[src/rtl/murmur64a_stream_hash_core_macros.svh]
// Assertion helpers shared by the hash core. They assume the enclosing
// module has ports named i_clk and i_rst_n.
`ifndef MURMUR64A_STREAM_HASH_CORE_MACROS_SVH
`define MURMUR64A_STREAM_HASH_CORE_MACROS_SVH

// Consequent must hold in the same cycle as the antecedent.
`define MM64_ASSERT_NOW(lbl, ante, cons, msg) \
    lbl: assert property (@(posedge i_clk) disable iff (!i_rst_n) (ante) |-> (cons)) \
        else $error(msg);

// Consequent must hold in the cycle after the antecedent.
`define MM64_ASSERT_NEXT(lbl, ante, cons, msg) \
    lbl: assert property (@(posedge i_clk) disable iff (!i_rst_n) (ante) |=> (cons)) \
        else $error(msg);

`endif

[src/rtl/mm64_pkg.sv]
package mm64_pkg;

    localparam int DATA_W = 64;
    localparam int NB_W   = 4;
    localparam int LEN_W  = 31;
    localparam int CNT_W  = 32;

    localparam logic [63:0] MUR_M    = 64'hc6a4a7935bd1e995;
    localparam logic [31:0] MUR_M_LO = MUR_M[31:0];
    localparam logic [31:0] MUR_M_HI = MUR_M[63:32];
    localparam int          MUR_R    = 47;

    typedef enum logic [3:0] {
        S_IDLE,
        S_INIT_M,
        S_INIT_W,
        S_K1_M,
        S_K1_W,
        S_K2_M,
        S_K2_W,
        S_H_M,
        S_H_W,
        S_T_M,
        S_T_W,
        S_F_M,
        S_F_W
    } t_state;

    // Operand fed to the shared multiplier.
    typedef enum logic [2:0] {
        OP_LEN,
        OP_WORD,
        OP_K,
        OP_HK,
        OP_HT,
        OP_HF
    } t_opsel;

    // Where the product lands.
    typedef enum logic [2:0] {
        WB_NONE,
        WB_INIT,
        WB_K1,
        WB_K2,
        WB_HASH,
        WB_FIN
    } t_wbsel;

    typedef struct packed {
        logic   load;
        logic   mul_go;
        t_opsel opsel;
        t_wbsel wbsel;
    } t_dp_cmd;

    typedef struct packed {
        logic nb_full;
        logic nb_zero;
        logic last;
        logic out_free;
    } t_dp_stat;

endpackage

[src/rtl/mm64_in_if.sv]
interface mm64_in_if;
    import mm64_pkg::*;

    logic              valid;
    logic              ready;
    logic [DATA_W-1:0] data_word;
    logic [NB_W-1:0]   valid_bytes;
    logic              first_item;
    logic              last_item;
    logic [LEN_W-1:0]  message_length;

    modport source (
        output valid, data_word, valid_bytes, first_item, last_item, message_length,
        input  ready
    );

    modport sink (
        input  valid, data_word, valid_bytes, first_item, last_item, message_length,
        output ready
    );
endinterface

[src/rtl/mm64_out_if.sv]
interface mm64_out_if;
    import mm64_pkg::*;

    logic              valid;
    logic              ready;
    logic [DATA_W-1:0] hash_value;
    logic              length_mismatch;

    modport source (
        output valid, hash_value, length_mismatch,
        input  ready
    );

    modport sink (
        input  valid, hash_value, length_mismatch,
        output ready
    );
endinterface

[src/rtl/murmur64a_stream_hash_core.sv]
// Streaming MurmurHash64A core.
// Input channel i_in carries one little-endian 64-bit word per request with
// its valid byte count and first/last marks; the first request of a message
// also carries the total length. Output channel o_out returns one result per
// message closed by a last mark: the finalized hash and a flag set when the
// delivered byte count differs from the stated length. The seed is written
// through i_cfg_wr_en / i_cfg_wr_data; the user must do so only while the core
// is idle, as the core itself does not enforce it.
// One 64-bit multiplier by the constant M, used in a multiply state and a
// write-back state, is shared by every step. A request occupies the core for
// its multiplies: a full word uses 3, a partial word 1, an empty word 0, and
// a first or last mark adds 1 each.
// Ready is high only while no request is in progress.
// The output register lets the core take the next request while a result
// waits; if the receiver stalls and a second result is done, the core holds
// it in the multiplier until the output register frees.
// Synchronous reset clears the seed to zero, closes any open message and
// empties the output register.
module murmur64a_stream_hash_core (
    input  logic        i_clk,
    input  logic        i_rst_n,
    input  logic        i_cfg_wr_en,
    input  logic [63:0] i_cfg_wr_data,
    mm64_in_if.sink     i_in,
    mm64_out_if.source  o_out
);
    import mm64_pkg::*;

    `include "murmur64a_stream_hash_core_macros.svh"

    t_dp_cmd  w_cmd;
    t_dp_stat w_stat;
    logic     w_in_ready;
    logic     w_fin_load;
    logic     w_out_slot_free;
    logic     w_dp_idle;

    mm64_ctrl u_ctrl (
        .i_clk         (i_clk),
        .i_rst_n       (i_rst_n),
        .i_in_valid    (i_in.valid),
        .i_valid_bytes (i_in.valid_bytes),
        .i_first_item  (i_in.first_item),
        .i_last_item   (i_in.last_item),
        .i_stat        (w_stat),
        .o_in_ready    (w_in_ready),
        .o_cmd         (w_cmd)
    );

    mm64_dp u_dp (
        .i_clk             (i_clk),
        .i_rst_n           (i_rst_n),
        .i_cfg_wr_en       (i_cfg_wr_en),
        .i_cfg_wr_data     (i_cfg_wr_data),
        .i_data_word       (i_in.data_word),
        .i_valid_bytes     (i_in.valid_bytes),
        .i_first_item      (i_in.first_item),
        .i_last_item       (i_in.last_item),
        .i_message_length  (i_in.message_length),
        .i_cmd             (w_cmd),
        .o_stat            (w_stat),
        .i_out_ready       (o_out.ready),
        .o_out_valid       (o_out.valid),
        .o_hash_value      (o_out.hash_value),
        .o_length_mismatch (o_out.length_mismatch)
    );

    assign i_in.ready = w_in_ready;

    assign w_fin_load      = (w_cmd.wbsel == WB_FIN);
    assign w_out_slot_free = !o_out.valid || o_out.ready;
    assign w_dp_idle       = (w_cmd.wbsel == WB_NONE) && !w_cmd.mul_go;

    `MM64_ASSERT_NOW(a_fin_slot_free, w_fin_load, w_out_slot_free, "result over a pending one")
    `MM64_ASSERT_NEXT(a_fin_shows, w_fin_load, o_out.valid, "loaded result not presented")
    `MM64_ASSERT_NOW(a_ready_quiet, i_in.ready, w_dp_idle, "datapath busy while taking requests")

endmodule

[src/rtl/mm64_mulm.sv]
module mm64_mulm (
    input  logic        i_clk,
    input  logic        i_go,
    input  logic [63:0] i_a,
    output logic [63:0] o_p
);
    import mm64_pkg::*;

    logic [63:0] r_p0;
    logic [31:0] r_p1;
    logic [31:0] r_p2;
    logic [63:0] w_p0;
    logic [31:0] w_p1;
    logic [31:0] w_p2;

    // Low 64 bits of a * M from three 32x32 partial products; the high
    // cross term falls entirely above bit 63.
    assign w_p0 = 64'(i_a[31:0]) * 64'(MUR_M_LO);
    assign w_p1 = i_a[63:32] * MUR_M_LO;
    assign w_p2 = i_a[31:0] * MUR_M_HI;

    always_ff @(posedge i_clk) begin
        if (i_go) begin
            r_p0 <= w_p0;
            r_p1 <= w_p1;
            r_p2 <= w_p2;
        end
    end

    assign o_p = r_p0 + {r_p1 + r_p2, 32'h0000_0000};

endmodule

[src/rtl/mm64_dp.sv]
module mm64_dp (
    input  logic                      i_clk,
    input  logic                      i_rst_n,
    input  logic                      i_cfg_wr_en,
    input  logic [63:0]               i_cfg_wr_data,
    input  logic [63:0]               i_data_word,
    input  logic [3:0]                i_valid_bytes,
    input  logic                      i_first_item,
    input  logic                      i_last_item,
    input  logic [30:0]               i_message_length,
    input  mm64_pkg::t_dp_cmd         i_cmd,
    output mm64_pkg::t_dp_stat        o_stat,
    input  logic                      i_out_ready,
    output logic                      o_out_valid,
    output logic [63:0]               o_hash_value,
    output logic                      o_length_mismatch
);
    import mm64_pkg::*;

    logic [DATA_W-1:0] r_seed;
    logic [DATA_W-1:0] r_hash;
    logic [DATA_W-1:0] r_k;
    logic [DATA_W-1:0] r_word;
    logic [NB_W-1:0]   r_nb;
    logic              r_last;
    logic [LEN_W-1:0]  r_exp;
    logic [CNT_W-1:0]  r_bytes;
    logic              r_out_valid;
    logic [DATA_W-1:0] r_out_hash;
    logic              r_out_mis;

    logic [NB_W-1:0]   w_nb;
    logic [CNT_W-1:0]  w_base;
    logic [CNT_W:0]    w_sum;
    logic [CNT_W-1:0]  n_bytes;
    logic [DATA_W-1:0] w_tail;
    logic [DATA_W-1:0] w_op;
    logic [DATA_W-1:0] w_prod;
    logic [DATA_W-1:0] w_fin;
    logic              w_out_free;

    // Byte counts above eight count as a full word.
    assign w_nb   = i_valid_bytes[3] ? 4'd8 : i_valid_bytes;
    assign w_base = i_first_item ? '0 : r_bytes;
    assign w_sum  = {1'b0, w_base} + (CNT_W + 1)'(w_nb);
    assign n_bytes = w_sum[CNT_W] ? '1 : w_sum[CNT_W-1:0];

    always_comb begin
        for (int i = 0; i < 8; i++) begin
            w_tail[8*i +: 8] = (NB_W'(i) < r_nb) ? r_word[8*i +: 8] : 8'h00;
        end
    end

    always_comb begin
        unique case (i_cmd.opsel)
            OP_LEN:  w_op = {{(DATA_W - LEN_W){1'b0}}, r_exp};
            OP_WORD: w_op = r_word;
            OP_K:    w_op = r_k;
            OP_HK:   w_op = r_hash ^ r_k;
            OP_HT:   w_op = r_hash ^ w_tail;
            OP_HF:   w_op = r_hash ^ (r_hash >> MUR_R);
            default: w_op = r_word;
        endcase
    end

    mm64_mulm u_mul (
        .i_clk (i_clk),
        .i_go  (i_cmd.mul_go),
        .i_a   (w_op),
        .o_p   (w_prod)
    );

    assign w_fin      = w_prod ^ (w_prod >> MUR_R);
    assign w_out_free = !r_out_valid || i_out_ready;

    always_ff @(posedge i_clk) begin
        if (!i_rst_n) begin
            r_seed <= '0;
        end else if (i_cfg_wr_en) begin
            r_seed <= i_cfg_wr_data;
        end
    end

    always_ff @(posedge i_clk) begin
        if (i_cmd.load) begin
            r_word  <= i_data_word;
            r_nb    <= w_nb;
            r_last  <= i_last_item;
            r_bytes <= n_bytes;
            if (i_first_item) begin
                r_exp <= i_message_length;
            end
        end
        unique case (i_cmd.wbsel)
            WB_INIT: r_hash <= r_seed ^ w_prod;
            WB_K1:   r_k    <= w_fin;
            WB_K2:   r_k    <= w_prod;
            WB_HASH: r_hash <= w_prod;
            WB_FIN: begin
                r_out_hash <= w_fin;
                r_out_mis  <= (r_bytes != {1'b0, r_exp});
            end
            default: ;
        endcase
    end

    always_ff @(posedge i_clk) begin
        if (!i_rst_n) begin
            r_out_valid <= 1'b0;
        end else if (i_cmd.wbsel == WB_FIN) begin
            r_out_valid <= 1'b1;
        end else if (i_out_ready) begin
            r_out_valid <= 1'b0;
        end
    end

    assign o_stat.nb_full  = r_nb[3];
    assign o_stat.nb_zero  = (r_nb == '0);
    assign o_stat.last     = r_last;
    assign o_stat.out_free = w_out_free;

    assign o_out_valid       = r_out_valid;
    assign o_hash_value      = r_out_hash;
    assign o_length_mismatch = r_out_mis;

endmodule

[src/rtl/mm64_ctrl.sv]
module mm64_ctrl (
    input  logic               i_clk,
    input  logic               i_rst_n,
    input  logic               i_in_valid,
    input  logic [3:0]         i_valid_bytes,
    input  logic               i_first_item,
    input  logic               i_last_item,
    input  mm64_pkg::t_dp_stat i_stat,
    output logic               o_in_ready,
    output mm64_pkg::t_dp_cmd  o_cmd
);
    import mm64_pkg::*;

    t_state r_state;
    t_state n_state;
    logic   r_in_msg;
    logic   n_in_msg;

    // Picks the first multiply of the data phase for a word, or idle if it needs none.
    function automatic t_state f_route(input logic full, input logic zero, input logic last);
        t_state s;
        if (full) begin
            s = S_K1_M;
        end else if (!zero) begin
            s = S_T_M;
        end else if (last) begin
            s = S_F_M;
        end else begin
            s = S_IDLE;
        end
        return s;
    endfunction

    always_ff @(posedge i_clk) begin
        if (!i_rst_n) begin
            r_state  <= S_IDLE;
            r_in_msg <= 1'b0;
        end else begin
            r_state  <= n_state;
            r_in_msg <= n_in_msg;
        end
    end

    always_comb begin
        n_state      = r_state;
        n_in_msg     = r_in_msg;
        o_in_ready   = 1'b0;
        o_cmd.load   = 1'b0;
        o_cmd.mul_go = 1'b0;
        o_cmd.opsel  = OP_LEN;
        o_cmd.wbsel  = WB_NONE;

        unique case (r_state)
            S_IDLE: begin
                o_in_ready = 1'b1;
                if (i_in_valid) begin
                    if (i_first_item) begin
                        o_cmd.load = 1'b1;
                        n_in_msg   = 1'b1;
                        n_state    = S_INIT_M;
                    end else if (r_in_msg) begin
                        o_cmd.load = 1'b1;
                        n_state    = f_route(i_valid_bytes[3], i_valid_bytes == '0,
                                             i_last_item);
                    end
                end
            end
            S_INIT_M: begin
                o_cmd.mul_go = 1'b1;
                o_cmd.opsel  = OP_LEN;
                n_state      = S_INIT_W;
            end
            S_INIT_W: begin
                o_cmd.wbsel = WB_INIT;
                n_state     = f_route(i_stat.nb_full, i_stat.nb_zero, i_stat.last);
            end
            S_K1_M: begin
                o_cmd.mul_go = 1'b1;
                o_cmd.opsel  = OP_WORD;
                n_state      = S_K1_W;
            end
            S_K1_W: begin
                o_cmd.wbsel = WB_K1;
                n_state     = S_K2_M;
            end
            S_K2_M: begin
                o_cmd.mul_go = 1'b1;
                o_cmd.opsel  = OP_K;
                n_state      = S_K2_W;
            end
            S_K2_W: begin
                o_cmd.wbsel = WB_K2;
                n_state     = S_H_M;
            end
            S_H_M: begin
                o_cmd.mul_go = 1'b1;
                o_cmd.opsel  = OP_HK;
                n_state      = S_H_W;
            end
            S_H_W: begin
                o_cmd.wbsel = WB_HASH;
                n_state     = i_stat.last ? S_F_M : S_IDLE;
            end
            S_T_M: begin
                o_cmd.mul_go = 1'b1;
                o_cmd.opsel  = OP_HT;
                n_state      = S_T_W;
            end
            S_T_W: begin
                o_cmd.wbsel = WB_HASH;
                n_state     = i_stat.last ? S_F_M : S_IDLE;
            end
            S_F_M: begin
                o_cmd.mul_go = 1'b1;
                o_cmd.opsel  = OP_HF;
                n_state      = S_F_W;
            end
            S_F_W: begin
                // The product registers hold while the output slot is busy.
                if (i_stat.out_free) begin
                    o_cmd.wbsel = WB_FIN;
                    n_in_msg    = 1'b0;
                    n_state     = S_IDLE;
                end
            end
            default: begin
                n_state = S_IDLE;
            end
        endcase
    end

endmodule

[src/flat_wrapper.sv]
// flat-port wrapper written by rule: the top's interface ports become plain ports
module murmur64a_stream_hash_core_flat import mm64_pkg::*;
  (i_clk, i_rst_n, i_cfg_wr_en, i_cfg_wr_data, i_in_valid, i_in_data_word, i_in_valid_bytes, i_in_first_item, i_in_last_item, i_in_message_length, i_in_ready, o_out_valid, o_out_hash_value, o_out_length_mismatch, o_out_ready);
  mm64_in_if i_in_i ();
  mm64_out_if o_out_i ();
  input  logic i_clk;
  input  logic i_rst_n;
  input  logic i_cfg_wr_en;
  input  logic [63:0] i_cfg_wr_data;
  input wire logic [$bits(i_in_i.valid)-1:0] i_in_valid;
  input wire logic [$bits(i_in_i.data_word)-1:0] i_in_data_word;
  input wire logic [$bits(i_in_i.valid_bytes)-1:0] i_in_valid_bytes;
  input wire logic [$bits(i_in_i.first_item)-1:0] i_in_first_item;
  input wire logic [$bits(i_in_i.last_item)-1:0] i_in_last_item;
  input wire logic [$bits(i_in_i.message_length)-1:0] i_in_message_length;
  output wire logic [$bits(i_in_i.ready)-1:0] i_in_ready;
  output wire logic [$bits(o_out_i.valid)-1:0] o_out_valid;
  output wire logic [$bits(o_out_i.hash_value)-1:0] o_out_hash_value;
  output wire logic [$bits(o_out_i.length_mismatch)-1:0] o_out_length_mismatch;
  input wire logic [$bits(o_out_i.ready)-1:0] o_out_ready;
  assign i_in_i.valid = i_in_valid;
  assign i_in_i.data_word = i_in_data_word;
  assign i_in_i.valid_bytes = i_in_valid_bytes;
  assign i_in_i.first_item = i_in_first_item;
  assign i_in_i.last_item = i_in_last_item;
  assign i_in_i.message_length = i_in_message_length;
  assign i_in_ready = i_in_i.ready;
  assign o_out_valid = o_out_i.valid;
  assign o_out_hash_value = o_out_i.hash_value;
  assign o_out_length_mismatch = o_out_i.length_mismatch;
  assign o_out_i.ready = o_out_ready;
  murmur64a_stream_hash_core u_core (.i_clk(i_clk), .i_rst_n(i_rst_n), .i_cfg_wr_en(i_cfg_wr_en), .i_cfg_wr_data(i_cfg_wr_data), .i_in(i_in_i), .o_out(o_out_i));
endmodule
[config.mk]
export PLATFORM = sky130hd
export DESIGN_NAME = murmur64a_stream_hash_core_flat
export DESIGN_NICKNAME = d
export VERILOG_FILES = /design/src/rtl/mm64_pkg.sv /design/src/rtl/mm64_in_if.sv /design/src/rtl/mm64_out_if.sv /design/src/rtl/murmur64a_stream_hash_core.sv /design/src/rtl/mm64_mulm.sv /design/src/rtl/mm64_dp.sv /design/src/rtl/mm64_ctrl.sv /design/src/flat_wrapper.sv
export VERILOG_INCLUDE_DIRS = /design/src /design/src/rtl
export SDC_FILE = /design/constraint.sdc
export NUM_CORES = 2
export LEC_CHECK = 0
export BUFFER_PORTS_ARGS = -buffer_cell sky130_fd_sc_hd__buf_2
export CORE_AREA = 3 3 392 394
export CTS_BUF_LIST = sky130_fd_sc_hd__clkbuf_2
export CTS_CLUSTER_SIZE = 10
export DETAILED_ROUTE_END_ITERATION = 10
export DIE_AREA = 0 0 395 397
export GPL_TIMING_DRIVEN = 0
export PLACE_DENSITY = 0.61
export SLEW_MARGIN = 20
export SYNTH_ARGS = -nofsm -noshare
export SYNTH_HDL_FRONTEND = slang
export SYNTH_SLANG_ARGS = --single-unit
export TNS_END_PERCENT = 10
[constraint.sdc]
create_clock -name i_clk -period 14.9 [get_ports i_clk]
set_input_delay 2.98 -clock i_clk [delete_from_list [all_inputs] [get_ports i_clk]]
set_output_delay 2.98 -clock i_clk [all_outputs]
set_load 0.01 [all_outputs]
After elaboration in Yosys (flattened, before gate mapping)
Index checks and enable logic that the tools add are counted.
W data, S select, Z words.
Word-level totals
  word-level logic and storage cells: 113
  register bits after elaboration: 522
Operators by class
  $lt $le $gt $ge: 8
  mux-type cells: 38
  multiply operators: 3
  bitwise gates (word level): 5
  reductions and logical operators: 14
  add/subtract/negate cells: 3
  equality and inequality tests: 26
Operators by type and width (number)
  $pmux W64 S5: 1
  $pmux W64 S2: 2
  $xor A64 B64 Y64: 3
  $xor A64 B17 Y64: 2
  $add A63 B64 Y64: 1
  $mul A32 B31 Y32 const B: 2
  $mux W8: 8
  $mul A32 B31 Y63 const B: 1
  $pmux W4 S12: 1
  $mux W4: 11
  $add A32 B4 Y33: 1
  $add A32 B32 Y32: 1
  $mux W32: 1
  $ne A32 B31 Y1: 1
  $pmux W4 S6: 1
  $eq A4 B4 Y1 const B: 5
  $eq A4 B3 Y1 const B: 4
  $lt A3 B4 Y1 const A: 4
  $pmux W3 S5: 1
  $eq A3 B2 Y1 const B: 4
  $eq A3 B3 Y1 const B: 4
  $logic_not A4 Y1: 3
  $mux W1: 10
  $eq A4 B2 Y1 const B: 2
  16 further kinds: 23

Logic depth before layout (Yosys ltp)
  word-level depth: 7
  depth in mapped cells: 37

Modules after synthesis
Synthesis repeated with hierarchy kept, for this count alone.
Second synthesis, totals
  cell total of the unflattened synthesis: 5822
  area total of the unflattened synthesis: 61432.7 um2
Modules (own cells, without submodules)
  mm64_mulm: cells each 4069, instances 1, area each 41617.4 um2
  mm64_dp: cells each 1683, instances 1, area each 19338.5 um2
  mm64_ctrl: cells each 70, instances 1, area each 476.7 um2

Worst setup path before layout
Ideal clock, no wire load.
  path kind: register -> register
  start point: register u_core.u_ctrl.r_state[2]
  end point: register u_core.u_dp.u_mul.r_p0[46], data pin
  arrival: 11.432 ns
  setup slack: 3.209 ns
  setup time: 0.259 ns
  path buffers: 3
  stages on the path, launching flop included: 30
  data required time: 14.641 ns
  path through: dfxtp_1 > buf_2 > nand2_1 > and2_1 > o31ai_1 > buf_2 > clkbuf_1 > a221o_1 > o21a_1 > fa_1 > inv_1 > fa_1 > fa_1 > fa_1 > fa_1 > fa_1 > fa_1 > fa_1 > inv_1 > ha_1 > and2_1 > and2_4 > nand4_1 > or4_1 > a211oi_2 > o31ai_2 > and2_1 > o21ai_1 > a31oi_1 > xnor2_1
On the way
  word-level cells in the longest chain between the ends: 5
  elaborated cells on any way between the ends: 14
  those cells by class: mul: 1; eq/ne: 10; mux: 2; reduce/logical: 1
Ends and longest elaborated chain
  start: declaration: RTL line mm64_ctrl.sv:14  | t_state r_state;
  start signal: assignment: RTL line mm64_ctrl.sv:39  | r_state <= n_state;
  $eq A4 B4 Y1 (tied with other cells): RTL line mm64_ctrl.sv:53  | unique case (r_state)
  $pmux W4 S6 *: RTL line mm64_ctrl.sv:53
  $eq A3 B3 Y1 (tied with other cells): RTL line mm64_dp.sv:55  | unique case (i_cmd.opsel)
  $pmux W64 S5 *: RTL line mm64_dp.sv:55
  $mul A32 B31 Y63 *: RTL line mm64_mulm.sv:18  | assign w_p0 = 64'(i_a[31:0]) * 64'(MUR_M_LO);
  net u_core.u_dp.u_mul.w_p0[46]: RTL line mm64_mulm.sv:12  | logic [63:0] w_p0;
  end signal: assignment: RTL line mm64_mulm.sv:24  | r_p0 <= w_p0;
  end: declaration: RTL line mm64_mulm.sv:9  | logic [63:0] r_p0;
The timed path passes the listed nets; every way through them passes the cells marked *.
A chain may end at the register's enable or synchronous reset.

Worst setup path in the final report
  start point: register u_core.u_ctrl.r_state[3]
  end point: register u_core.u_dp.u_mul.r_p0[46], data pin
Same word-level chain as after synthesis.

==> out/qor.csv <==
metric,value,unit
status,"complete, no violations",
"Reg clk slew, reported paths",0.13,ns
Num CTS Buffers,145,
final setup fails,0,
# H-tree levels,4,
largest net degree at the start of global routing,44,
DR WL/cell,24.4,um
CTS tree,done,
DRT iter0 DRCs,3489,
initial antenna violation count,9,
core area,150000,um2
# rows,142,
synth top area cells,"fa_1, edfxtp_1, ha_1",
"Gates resized, CTS repair",0,
die area,157000,um2
CP Data Required Time,16.10,ns
Least-Margin Pin Slew,1.22,ns
Worst slew margin,0.189,
asr flop ratio synth,0,
Hold WC Path Type,flop to flop,
nets,7840,
Crit Reg-Reg Endpoint,u_core.u_dp.u_mul.r_p0[46],
gr usage total,0.257,
# hold bufs at CTS,0,
slowest cell delay on critical path,0.94,ns
Non-Filler Instances,8167,
FF-to-FF setup slack,1.95,ns
# port buffers,234,
Chip Width,395,um
r2r startpoint,u_core.u_ctrl.r_state[3],
syn_nets,7426,
I/O pin cnt,237,
PnR worst setup slack,1.95,ns
Final Skew,0.222,ns
post-synthesis area per instance,10.7,um2
crit path to,u_core.u_dp.u_mul.r_p0[46],
Max Clock Freq,77.2,MHz
# clock sinks,521,
crit path max-delay cell type,o21a_1,
top cell type's share of synthesized area,0.254,
Post-CTS Setup Bufs,0,
#FFs+latches synth,521,
grt ovf,0,
Worst path most repeated cell,fa_1,
Setup Crit Path Kind,flop to flop,
post-route ant nets,0,
Syn-to-layout area delta,9.58,%
DPL Wire Length,167,mm
critical path arrival,14.14,ns
Setup Slack @ Placement,2.04,ns
Worst Setup SP,u_core.u_ctrl.r_state[3],
Worst-Skew Late Latency,1.62,ns
Root Buffer,clkbuf_2,
layout cell share with drive strength beyond 1,0.0966,
depth of the worst register-to-register path,29,
Post-synth EDFFs,451,
Most used DFF post-synth,edfxtp_1,
biggest area consumer among synthesized cells,fa_1,
Critical Path Source Type,flop,
Final Wtd Congestion,0.979,
CTS Buffer Depth,3,
Final Hold Fails,0,
number of library cell types mapped by synthesis,91,
part of the cycle the worst path needs,0.869,
DR vias,43095,
crit end category,flop,
Synth Warn #,0,
"Slew Viols, Final",0,
first-pass GRT wire length,294,mm
Residual DRC,0,
Fillers,14358,
minimum clock period,12.95,ns
DP Cell Count,7897,
unrepaired setup endpoints after global routing,false,
vias per std cell,5.28,
mapped cell area,60200,um2
Routed Wire Length,200,mm
TNS Setup,0,ns
register area,14900,um2
vias in the first global route,45079,
Cells after Synth,5614,
CP Max Fanout,15,
post-synthesis sequential area ratio,0.248,
First-pass DRT Iterations,7,
area of the multi-input gates,40000,um2
Starting Density,0.401,
die extent in y,397,um
maxcap violations,0,
[placed cells by master (no fill, tap or decap), types with 111 or more instances in the layout]
master,Yosys,routed
ha_1,877,877
a21oi_1,173,171
clkbuf_2,1,214
o21ai_0,112,111
nand2_1,221,220
xor2_1,118,118
nor2_1,182,167
xnor2_1,315,313
edfxtp_1,451,451
fa_1,765,765
inv_1,1316,1315
buf_2,12,253
[Yosys cell counts (all sizes together) (9+ instances only)]
cell	n
and3	38
nand2	221
buf	36
nand4	41
o211ai	13
mux2i	73
nand2b	53
fa	765
nand3	38
a31oi	21
o31ai	11
nor2b	101
edfxtp	451
nor3	37
or3	9
and2	10
a211oi	27
or2	9
xnor2	315
a22o	9
a221o	32
nor2	184
a21o	86
o21bai	18
a22oi	47
ha	877
a21oi	176
xor2	118
o21ai	122
a221oi	13
o21a	58
a222oi	28
inv	1316
clkbuf	70
dfxtp	70
nor3b	11
[metal layers]
metal | share of wire | vias to the layer above | global-route usage
li1 | - | 19368 | -
met1 | 0.42 | 21677 | 0.342
met2 | 0.45 | 1660 | 0.405
met3 | 0.077 | 388 | 0.0523
met4 | 0.049 | 2 | 0.112
met5 | 0.000065 | - | 0
[kinds of logic (layout without fill, tap and decap cells)]
family                   count (synthesis)  after routing  share of synthesized area
AO/OA/AOI/OAI                          730            730                     0.0840
XOR/XNOR                               436            436                     0.0641
adder cells (fa/ha/maj)               1642           1642                      0.437
buffers and inverters                 1422           1954                     0.0891
flip-flops                             521            521                      0.248
multiplexers                            74             74                     0.0123
other                                    0              5                          0
AND/OR/NAND/NOR                        789            789                     0.0655
[worst min path at each step]
stage / endpoint / slack, ns / cells after the start / start
4_1_cts: u_core.u_ctrl.r_in_msg / 0.51 / 2 / u_core.u_ctrl.r_in_msg
3_3_place_gp: u_core.u_ctrl.r_in_msg / 0.48 / 2 / u_core.u_ctrl.r_in_msg
3_5_place_dp: u_core.u_ctrl.r_in_msg / 0.50 / 2 / u_core.u_ctrl.r_in_msg
2_1_floorplan: u_core.u_dp.o_hash_value[17] / 0.47 / 0 / u_core.u_dp.u_mul.r_p0[17]
6_report: u_core.u_ctrl.r_in_msg / 0.51 / 2 / u_core.u_ctrl.r_in_msg
5_1_grt: u_core.u_ctrl.r_in_msg / 0.54 / 2 / u_core.u_ctrl.r_in_msg
[metrics by stage]
stage          instance area (um2)  utilization  hold slack, ns
3_5_place_dp                 64500        0.430           0.497
5_1_grt                      66000        0.439           0.538
3_3_place_gp                 63900        0.426           0.484
2_1_floorplan                60200            -           0.468
4_1_cts                      65900        0.439           0.511
6_report                     66000        0.439           0.511
[flip-flops by register name, indices dropped and copies added (netlist names)]
signal,count
u_core.u_dp.r_nb,4
u_core.u_dp.o_hash_value,64
u_core.u_dp.r_k,64
u_core.u_dp.u_mul.r_p1,32
u_core.u_dp.r_last,1
u_core.u_ctrl.r_in_msg,1
u_core.u_dp.o_length_mismatch,1
u_core.u_dp.u_mul.r_p0,62
u_core.u_dp.r_bytes,32
u_core.u_dp.r_exp,31
u_core.u_dp.r_hash,64
u_core.u_dp.u_mul.r_p2,32
u_core.u_ctrl.r_state,4
u_core.u_dp.r_seed,64
u_core.u_dp.r_word,64
u_core.u_dp.o_out_valid,1
[worst max-delay path: cells and delay by family, from the launching register on]
kind	cells	cell delay (ns)
AO/OA/AOI/OAI	7	2.48
XOR/XNOR	1	0.17
adder cells (fa/ha/maj)	9	4.47
buffers and inverters	5	2.30
flip-flops	1	0.38
AND/OR/NAND/NOR	7	2.71
[layout make-up]
class,instances,share of cell area
multi-input cells,3671,0.607
flip-flops and latches,521,0.227
diodes,5,0.000190
inverters,1316,0.0749
clock buffers,213,0.0162
well taps,2016,0.0382
plain buffers,106,0.00641
clock inverters,52,0.00561
repair buffers,267,0.0249
Power is not shown: default switching activity piles up to over one toggle a cycle in this logic, so the estimate is an artifact.
